--- src/rtl/qec_pkg.sv ---
// Shared types and constants for the quadrature encoder counter unit.
// Used by qec_core and quadrature_encoder_counter_unit; no dependencies.
`default_nettype none

package qec_pkg;

   // Widths of the count datapath and the register port
   localparam int CountWidth = 32;
   localparam int HistWidth  = 4;
   localparam int AddrWidth  = 4;

   // Event codes carried by the opcode field; code 3 is unused and ignored
   typedef enum logic [1:0] {
      OP_EDGE_A = 2'd0,
      OP_EDGE_B = 2'd1,
      OP_LOAD   = 2'd2
   } opcode_type;

   // Channel of the last accepted edge
   typedef enum logic [1:0] {
      CH_NONE = 2'd0,
      CH_A    = 2'd1,
      CH_B    = 2'd2
   } chan_type;

   // Register indexes (byte address = 4 * index)
   typedef enum logic [1:0] {
      REG_STEP  = 2'd0,
      REG_LOWER = 2'd1,
      REG_UPPER = 2'd2
   } reg_index_type;

   // Reset values of the configuration registers
   localparam logic [CountWidth-1:0] StepReset  = 32'h0000_0001;
   localparam logic [CountWidth-1:0] LowerReset = 32'h8000_0000;
   localparam logic [CountWidth-1:0] UpperReset = 32'h7FFF_FFFF;

   // History patterns that mark a full detent
   localparam logic [HistWidth-1:0] HistUp   = 4'h4;
   localparam logic [HistWidth-1:0] HistDown = 4'h8;

   // One input word as the core sees it
   typedef struct packed {
      logic [1:0]                   opcode;
      logic                         other_level;
      logic signed [CountWidth-1:0] load_data;
   } event_type;

   // Configuration values handed to the core
   typedef struct packed {
      logic signed [CountWidth-1:0] step_size;
      logic signed [CountWidth-1:0] lower_limit;
      logic signed [CountWidth-1:0] upper_limit;
   } limits_type;

endpackage

`default_nettype wire

--- src/rtl/qec_core.sv ---
// Count state, edge history and bounce filter of the encoder counter.
// Depends on qec_pkg; produces the count that follows each accepted word.
`default_nettype none

module qec_core (
   input  wire logic                                   clock,
   input  wire logic                                   reset,
   input  wire logic                                   take,
   input  wire qec_pkg::event_type                     req_word,
   input  wire qec_pkg::limits_type                    limits,
   output logic signed [qec_pkg::CountWidth-1:0]       next_count
);

   logic signed [qec_pkg::CountWidth-1:0] count_ff, count_in;
   logic [qec_pkg::HistWidth-1:0]         hist_ff, hist_in;
   qec_pkg::chan_type                     last_ff, last_in;

   // Two guard bits keep count +/- step exact before the clamp
   logic signed [qec_pkg::CountWidth+1:0] cnt_ext, step_ext, low_ext, up_ext;
   logic signed [qec_pkg::CountWidth+1:0] sum, clamped;
   logic [qec_pkg::HistWidth-1:0]         hist_a, hist_b;
   logic                                  edge_ok;

   assign cnt_ext  = {{2{count_ff[qec_pkg::CountWidth-1]}}, count_ff};
   assign step_ext = {{2{limits.step_size[qec_pkg::CountWidth-1]}}, limits.step_size};
   assign low_ext  = {{2{limits.lower_limit[qec_pkg::CountWidth-1]}}, limits.lower_limit};
   assign up_ext   = {{2{limits.upper_limit[qec_pkg::CountWidth-1]}}, limits.upper_limit};

   // History after an A edge (level at bit 1) or a B edge (level at bit 0)
   assign hist_a = {hist_ff[1:0], req_word.other_level, 1'b0};
   assign hist_b = {hist_ff[1:0], 1'b0, req_word.other_level};

   // Next state for the presented word
   always_comb begin
      count_in = count_ff;
      hist_in  = hist_ff;
      last_in  = last_ff;
      edge_ok  = 1'b0;
      sum      = cnt_ext;
      case (req_word.opcode)
         qec_pkg::OP_EDGE_A: begin
            if (last_ff != qec_pkg::CH_A) begin
               edge_ok = 1'b1;
               hist_in = hist_a;
               last_in = qec_pkg::CH_A;
               if (hist_a == qec_pkg::HistUp) sum = cnt_ext + step_ext;
            end
         end
         qec_pkg::OP_EDGE_B: begin
            if (last_ff != qec_pkg::CH_B) begin
               edge_ok = 1'b1;
               hist_in = hist_b;
               last_in = qec_pkg::CH_B;
               if (hist_b == qec_pkg::HistDown) sum = cnt_ext - step_ext;
            end
         end
         qec_pkg::OP_LOAD: begin
            count_in = req_word.load_data;
         end
         default: begin
         end
      endcase

      // Clamp to upper, then lower, so lower wins when the limits cross
      clamped = sum;
      if (clamped > up_ext)  clamped = up_ext;
      if (clamped < low_ext) clamped = low_ext;
      if (edge_ok) count_in = clamped[qec_pkg::CountWidth-1:0];
   end

   assign next_count = count_in;

   // State registers, updated only when a word is taken
   always_ff @(posedge clock) begin
      if (reset) begin
         count_ff <= '0;
         hist_ff  <= '0;
         last_ff  <= qec_pkg::CH_NONE;
      end else if (take) begin
         count_ff <= count_in;
         hist_ff  <= hist_in;
         last_ff  <= last_in;
      end
   end

   // A load sets the count verbatim
   a_load_sets: assert property (@(posedge clock) disable iff (reset)
      take && req_word.opcode == qec_pkg::OP_LOAD |=> count_ff == $past(req_word.load_data))
      else $error("load did not set count");

   // An A edge right after an accepted A edge changes neither count nor history
   a_bounce_hold: assert property (@(posedge clock) disable iff (reset)
      take && req_word.opcode == qec_pkg::OP_EDGE_A && last_ff == qec_pkg::CH_A
      |=> $stable(count_ff) && $stable(hist_ff))
      else $error("bounced edge changed state");

   // State holds while no word is taken
   a_idle_hold: assert property (@(posedge clock) disable iff (reset)
      !take |=> $stable(count_ff) && $stable(hist_ff) && $stable(last_ff))
      else $error("state changed without a word");

endmodule

`default_nettype wire

--- src/rtl/quadrature_encoder_counter_unit.sv ---
// Top level of the quadrature encoder counter: register port, input and
// result handshakes, result register with skid stage. Depends on qec_pkg, qec_core.
`default_nettype none

// Counts detents from rising-edge events of an encoder's A and B channels,
// with bounce rejection, a signed step and clamp limits; a load word sets the
// count directly. Every word yields one result word carrying the count after
// it. A word is taken in every cycle in which the skid register is empty; its result
// is registered: the count update is a single add and clamp between the count register
// and the result or skid register. A skid register holds one result while rsp_stall is
// high; req_stall is raised only while that skid register is full. Registers:
// step_size at 0x0, lower_limit at 0x4, upper_limit at 0x8; write them while idle.
module quadrature_encoder_counter_unit (
   input  wire logic                                clock,
   input  wire logic                                reset,
   // input channel
   input  wire logic                                req_valid,
   output logic                                     req_stall,
   input  wire logic [1:0]                          req_opcode,
   input  wire logic                                req_other_level,
   input  wire logic signed [qec_pkg::CountWidth-1:0] req_load_data,
   // result channel
   output logic                                     rsp_valid,
   input  wire logic                                rsp_stall,
   output logic signed [qec_pkg::CountWidth-1:0]    rsp_count,
   // register port
   input  wire logic                                csr_psel,
   input  wire logic                                csr_penable,
   input  wire logic                                csr_pwrite,
   input  wire logic [qec_pkg::AddrWidth-1:0]       csr_paddr,
   input  wire logic [31:0]                         csr_pwdata,
   output logic [31:0]                              csr_prdata,
   output logic                                     csr_pready
);

   qec_pkg::limits_type limits_ff;
   qec_pkg::event_type  req_word;
   logic signed [qec_pkg::CountWidth-1:0] next_count;
   logic signed [qec_pkg::CountWidth-1:0] rsp_count_ff, rsp_count_in;
   logic signed [qec_pkg::CountWidth-1:0] skid_count_ff, skid_count_in;
   logic rsp_valid_ff, rsp_valid_in, skid_valid_ff, skid_valid_in;
   logic req_take, out_free, csr_write;
   logic [1:0] csr_index;

   // Register port: always ready, word index from address bits [3:2]
   assign csr_pready = 1'b1;
   assign csr_index  = csr_paddr[3:2];
   assign csr_write  = csr_psel && csr_penable && csr_pwrite;

   always_ff @(posedge clock) begin
      if (reset) begin
         limits_ff.step_size   <= qec_pkg::StepReset;
         limits_ff.lower_limit <= qec_pkg::LowerReset;
         limits_ff.upper_limit <= qec_pkg::UpperReset;
      end else if (csr_write) begin
         unique case (csr_index)
            qec_pkg::REG_STEP:  limits_ff.step_size   <= csr_pwdata;
            qec_pkg::REG_LOWER: limits_ff.lower_limit <= csr_pwdata;
            qec_pkg::REG_UPPER: limits_ff.upper_limit <= csr_pwdata;
            default: begin
            end
         endcase
      end
   end

   always_comb begin
      unique case (csr_index)
         qec_pkg::REG_STEP:  csr_prdata = limits_ff.step_size;
         qec_pkg::REG_LOWER: csr_prdata = limits_ff.lower_limit;
         qec_pkg::REG_UPPER: csr_prdata = limits_ff.upper_limit;
         default:            csr_prdata = '0;
      endcase
   end

   // Input word and count update
   assign req_stall = skid_valid_ff;
   assign req_take  = req_valid && !skid_valid_ff;
   assign req_word  = '{opcode: req_opcode, other_level: req_other_level,
                        load_data: req_load_data};

   qec_core u_core (
      .clock      (clock),
      .reset      (reset),
      .take       (req_take),
      .req_word   (req_word),
      .limits     (limits_ff),
      .next_count (next_count)
   );

   // Result register with one skid word behind it
   assign out_free = !rsp_valid_ff || !rsp_stall;

   always_comb begin
      rsp_valid_in  = rsp_valid_ff;
      rsp_count_in  = rsp_count_ff;
      skid_valid_in = skid_valid_ff;
      skid_count_in = skid_count_ff;
      if (out_free) begin
         if (skid_valid_ff) begin
            rsp_valid_in  = 1'b1;
            rsp_count_in  = skid_count_ff;
            skid_valid_in = 1'b0;
         end else if (req_take) begin
            rsp_valid_in = 1'b1;
            rsp_count_in = next_count;
         end else begin
            rsp_valid_in = 1'b0;
         end
      end else if (req_take) begin
         skid_valid_in = 1'b1;
         skid_count_in = next_count;
      end
   end

   always_ff @(posedge clock) begin
      if (reset) begin
         rsp_valid_ff  <= 1'b0;
         skid_valid_ff <= 1'b0;
      end else begin
         rsp_valid_ff  <= rsp_valid_in;
         skid_valid_ff <= skid_valid_in;
      end
   end

   // Payload registers need no reset
   always_ff @(posedge clock) begin
      rsp_count_ff  <= rsp_count_in;
      skid_count_ff <= skid_count_in;
   end

   assign rsp_valid = rsp_valid_ff;
   assign rsp_count = rsp_count_ff;

   // Skid word only exists behind a held result word
   a_skid_behind: assert property (@(posedge clock) disable iff (reset)
      skid_valid_ff |-> rsp_valid_ff)
      else $error("skid word without result word");

   // A word taken while the result is held must land in the skid register
   a_skid_fill: assert property (@(posedge clock) disable iff (reset)
      req_take && rsp_valid_ff && rsp_stall |=> skid_valid_ff)
      else $error("word lost while result stalled");

   // Reset empties both result stages
   a_reset_empty: assert property (@(posedge clock)
      reset |=> !rsp_valid_ff && !skid_valid_ff)
      else $error("result stages not empty after reset");

endmodule

`default_nettype wire
--- config.mk ---
export PLATFORM = sky130hd
export DESIGN_NAME = quadrature_encoder_counter_unit
export DESIGN_NICKNAME = d
export VERILOG_FILES = /design/src/rtl/qec_pkg.sv /design/src/rtl/qec_core.sv /design/src/rtl/quadrature_encoder_counter_unit.sv
export SDC_FILE = /design/constraint.sdc
export NUM_CORES = 1
export LEC_CHECK = 0
export BUFFER_PORTS_ARGS = -buffer_cell sky130_fd_sc_hd__buf_2
export CORE_ASPECT_RATIO = 1.5
export CORE_UTILIZATION = 45
export CTS_CLUSTER_SIZE = 10
export DETAILED_ROUTE_END_ITERATION = 7
export GPL_TIMING_DRIVEN = 0
export MAX_ROUTING_LAYER = met4
export SYNTH_ARGS = -nofsm -noshare
export SYNTH_HDL_FRONTEND = slang
export SYNTH_SLANG_ARGS = --single-unit
--- constraint.sdc ---
create_clock -name clock -period 11.4 [get_ports clock]
set_input_delay 2.85 -clock clock [delete_from_list [all_inputs] [get_ports clock]]
set_output_delay 2.85 -clock clock [all_outputs]
set_load 0.05 [all_outputs]
Yosys cells after proc, flatten, opt, wreduce, memory -nomap -nowiden:

Cells that the tools add are included.

* bits in registers: 198
* input port bits: 78
* output and inout port bits: 67

* add/subtract/negate cells: 2
* $lt $le $gt $ge: 2
* equality and inequality tests: 10
* muxes and demuxes: 23
* bitwise gates (word level): 1
* reductions and logical operators: 18

Operators with widths (number)
* $mux 34: 5
* $mux 32: 5
* $pmux 32 s3: 1
* $pmux 34 s2: 1
* $gt 34x32->1: 1
* $lt 34x32->1: 1
* $add 32x32->33: 1
* $sub 32x32->33: 1
* $reduce_and 2->1: 5
* $mux 2: 4
* $pmux 2 s2: 2
* $ne 2x1->1 const B: 3
* $eq 2x1->1 const B: 2
* $eq 2x2->1 const B: 2
* $logic_not 2->1: 2
* $mux 1: 4
* $reduce_and 4->1: 1
* $reduce_bool 2->1: 2
* $eq 3x2->1 const B: 1
* $eq 3x3->1 const B: 1
* $logic_and 1x1->1: 3
* $logic_not 1->1: 3
* $ne 2x2->1 const B: 1
* $pmux 1 s2: 1
* 3 further kinds: 3

Longest topological paths before layout:

* depth after elaboration: 11
* mapped depth: 37
* mapped depth without buffers: 33

Hierarchy:

A second synthesis with hierarchy kept.

* cell total of the unflattened synthesis: 2063
* area, all modules: 16667.2 um^2

By module, submodules not included
* qec_core: instances 1, cells an instance 1456, area an instance 9661.8 um^2
* quadrature_encoder_counter_unit: instances 1, cells an instance 607, area an instance 7005.5 um^2

Worst setup path before layout:

Ideal clock, no wire load.

* path type: input to register
* from: input port req_opcode[1]
* to: register rsp_count_ff (netlist bit rsp_count[2]) (data pin)
* data arrival time: 9.401 ns
* data required time: 11.140 ns
* path slack: 1.739 ns
* cell stages on the path: 30
* path through: clkbuf_1 > nand2b_1 > nor3_1 > clkbuf_1 > clkbuf_1 > a211oi_1 > nor4_1 > nor3_1 > ha_1 > nand4_2 > or4_4 > o2111ai_2 > o21ai_2 > a221o_1 > buf_6 > buf_6 > o31ai_1 > ha_1 > a2111oi_0 > o21ai_0 > a31o_2 > a21o_1 > a211oi_1 > mux2i_1 > o31ai_4 > buf_4 > buf_6 > nand3_1 > o221ai_1 > mux2_2

* word-level cells in the longest chain between the ends: 9

RTL lines
* from (decl): RTL line quadrature_encoder_counter_unit.sv:19 `input wire logic [1:0] req_opcode,`
* $eq 2x1->1 / $logic_not 2->1 (equally long branches): RTL line qec_core.sv:40 `case (req_word.opcode)`
* $pmux 34 s2: RTL line qec_core.sv:40
* $gt 34x32->1: RTL line qec_core.sv:66 `if (clamped > up_ext) clamped = up_ext;`
* $mux 34: RTL line qec_core.sv:66
* $lt 34x32->1: RTL line qec_core.sv:67 `if (clamped < low_ext) clamped = low_ext;`
* $mux 32: RTL line qec_core.sv:67
* $mux 32 (*): RTL line qec_core.sv:68 `if (edge_ok) count_in = clamped[qec_pkg::CountWidth-1:0];`
* net next_count (one bit): RTL line quadrature_encoder_counter_unit.sv:38 `logic signed [qec_pkg::CountWidth-1:0] next_count;`
* $mux 32 (*): RTL line quadrature_encoder_counter_unit.sv:103 `end else if (req_take) begin`
* $mux 32 (*): RTL line quadrature_encoder_counter_unit.sv:99 `if (skid_valid_ff) begin`
* to (signal assigned): RTL line quadrature_encoder_counter_unit.sv:127 `rsp_count_ff <= rsp_count_in;`
* to (decl): RTL line quadrature_encoder_counter_unit.sv:39 `logic signed [qec_pkg::CountWidth-1:0] rsp_count_ff, rsp_count_in;`

Mark *: on every way through the listed nets, which the timed path passes. The rest lies on a longest branch. The select of a mux whose other input is x is not followed.
A chain may end at the register's enable or synchronous reset.

Final worst setup path:

Same ends and word-level chain as after synthesis.

==> run summary <==
1st-pass router iterations: 6
Sequential area share after synthesis: 28.5%
Fin nets: 2,479
Placed cell count: 2,725
Row count: 84
Initial antenna violation count: 2
Commonest non-fill, non-tap cells in the layout: nand2_1 (340), a21oi_1 (189), nor2_1 (156)
Asr flop ratio synth: 0%
Logic pwr share: 36.1%
Sequential power share: 35.3%
Routed Antenna Nets: 0
WP data required: 11.62 ns
DRT iter0 DRCs: 2,023
GR Util All Layers: 41.1%
Core area: 35,200 µm²
Outcome: complete, no violations
Top FF cell, synth: dfxtp_1
Synthesized net count: 2,322
Clk Latency, worst-skew pair: 0.46 ns
#FFs+latches synth: 198
Number of fill cells: 3,502
Die footprint: 36,700 µm²
Critical path launch point type: input pin
Slowest cell delay on critical path: 0.79 ns
Drt wl/cell: 26.8 µm
Slew HR: 16.8%
Total power draw: 2.33 mW
Worst slew pin tran: 1.24 ns
PwrDens: 128 nW/µm²
Sw frac: 41.9%
H-tree depth: 4
Initial Util: 46.0%
Syn_area_per_cell: 7.66 µm²
Int Power: 1.35 mW
Post-route worst setup slack: 0.142 ns
Residual DRC: 0
Largest net degree at the start of global routing: 33
Period utilization: 98.8%
WS Path Type: in2reg
Max cap viols: 0
Post-synth EDFFs: 64
Netlist Area Pre-Place: 16,200 µm²
Fmax: 88.8 MHz
Final setup violating endpoints: 0
Top-Level Pins: 145
Vias: 17.5k
CTS tree: done
Commonest non-fill, non-tap cell in the layout: nand2_1
RSZ-0062 raised after global routing: false
Vias per cell: 6.35
Slowest-stage cell, CP: a211oi_1
Distinct cells, synth: 95
Hold Vio Cnt, Final: 0
HPWL after detailed placement: 59.7 mm
CP arrival: 11.47 ns
Minimum clock period: 11.26 ns
Synth Warn #: 0
Setup_tns: 0 ns
Total clock sinks: 198
CTS root buffer: clkbuf_16
Buffers on Ports: 139
P&R area growth vs syn: 12.6%
Reg clk slew, reported paths: 0.09 ns
Die Height: 234 µm
TritonCTS buffer count: 17
Total gr overflow: 0
Worst setup EP type: flip-flop
Fraction of layout cells with a size suffix above 1: 12.2%
Leakage: 7.64 nW
Clock network power share: 28.6%
Hold-fix buffers, CTS: 0
Max FO, Critical Path: 10
Post-route non-filler standard cell count: 2,758
CTS Buffer Depth: 2
Clock Skew: 0.0169 ns
Max-slew violation count: 0
Cells after Synth: 2,113
Vias in the first global route: 16.4k
Placer Congestion: 1.05
First-pass GRT wire length: 105 mm
Wirelength, routed: 73.9 mm
Net Sw Power: 975 µW
Die width: 157 µm
Place WS: -1.34 ns
Peak VDD IR: 0.103 mV
Worst min path class: reg2reg
final cells by class:
type                    instances  area (µm²)  area share, %
flip-flops and latches        198        4600           25.3
plain buffers                 133         571           3.13
clock buffers                  17         425           2.34
repair buffers                139         696           3.82
multi-input cells            1634       10600           58.0
clock inverters                15         209           1.15
well taps                     473         592           3.25
inverters                     147         552           3.03
diodes                          2        5.00         0.0275
cell families (layout without fill, tap and decap cells):
logic type                 after synthesis  count (layout)  synth area share (%)
DFF                                    198             198                  28.5
xor gates and xnor gates                11              11                 0.595
AOI/OAI and AO/OA                      624             624                  25.8
other                                    1               3                0.0232
adders and majority gates              131             131                  10.2
and+or+nand+nor                        762             762                  21.3
buffers and inverters                  281             451                  6.89
muxes                                  105             105                  6.76
sequential cells by signal, indices dropped and copies added, names as in the netlist:
name             cells
rsp_count           32
u_core.hist_ff       2
u_core.count_ff     32
skid_count_ff       32
limits_ff           96
rsp_valid            1
req_stall            1
u_core.last_ff       2
final timing paths:
| path | startpoint | to | slack [ns] | cells past startpoint |
|---|---|---|---|---|
| setup reg to reg | u_core.count_ff[5] | rsp_count[2] | 1.29 | 35 |
| hold reg to reg | u_core.hist_ff[1] | u_core.hist_ff[1] | 0.49 | 2 |
| setup / recovery | req_opcode[1] | rsp_count[2] | 0.14 | 32 |
| hold / removal | u_core.hist_ff[1] | u_core.hist_ff[1] | 0.49 | 2 |
worst max-delay path, delay by kind of cell:
family	cells	cell delay, ns
AND/OR/NAND/NOR	9	2.38
multiplexers	2	0.61
adder cells (fa/ha/maj)	2	0.42
AO/OA/AOI/OAI	11	3.19
buffers and inverters	8	1.98
metal layers:
metal	up-vias	wire length [µm]	GRT usage, %
met1	8316	28100	47.3
li1	7976	-	-
met3	249	4580	3.75
met4	0	7000	33.1
met2	963	34200	65.2
met5	-	0	-
through the flow:
step	instance area, µm²	util, %	hold WS, ns
floorplan	16200	-	0.448
global placement	17500	49.6	0.459
global route	18200	51.7	0.523
finish	18200	51.7	0.490
detailed placement	17500	49.7	0.475
CTS	18200	51.6	0.486
power groups by stage:
stage	Clock [mW]	Sequential, mW	Combinational, mW
after floorplan	0	0.864	0.504
after global placement	0	0.835	0.801
after detailed placement	0	0.836	0.808
after CTS	0.661	0.819	0.816
after global routing	0.688	0.822	0.895
final	0.665	0.822	0.840
synth_stat cells (all sizes together), types with 23 or more instances:
library cell    n  area (µm²)
a211oi         30         230
a21oi         190         951
buf            29         169
clkbuf        105         394
dfxtp         134        2680
edfxtp         64        1920
ha            129        1610
inv           146         548
mux2           34         383
mux2i          71         711
nand2         340        1280
nand3          58         290
nand4          25         163
nor2          158         593
nor3           54         270
o211ai         52         395
o21a           30         225
o21ai         114         574
o221ai         23         201
o31ai          29         236
timing repair:
item                       CTS  global route
setup endpoints to repair   96            95
setup buffers                0             0
gates resized for setup     13            16
gates cloned                 0             0
Power figures use the tool's default switching activity.
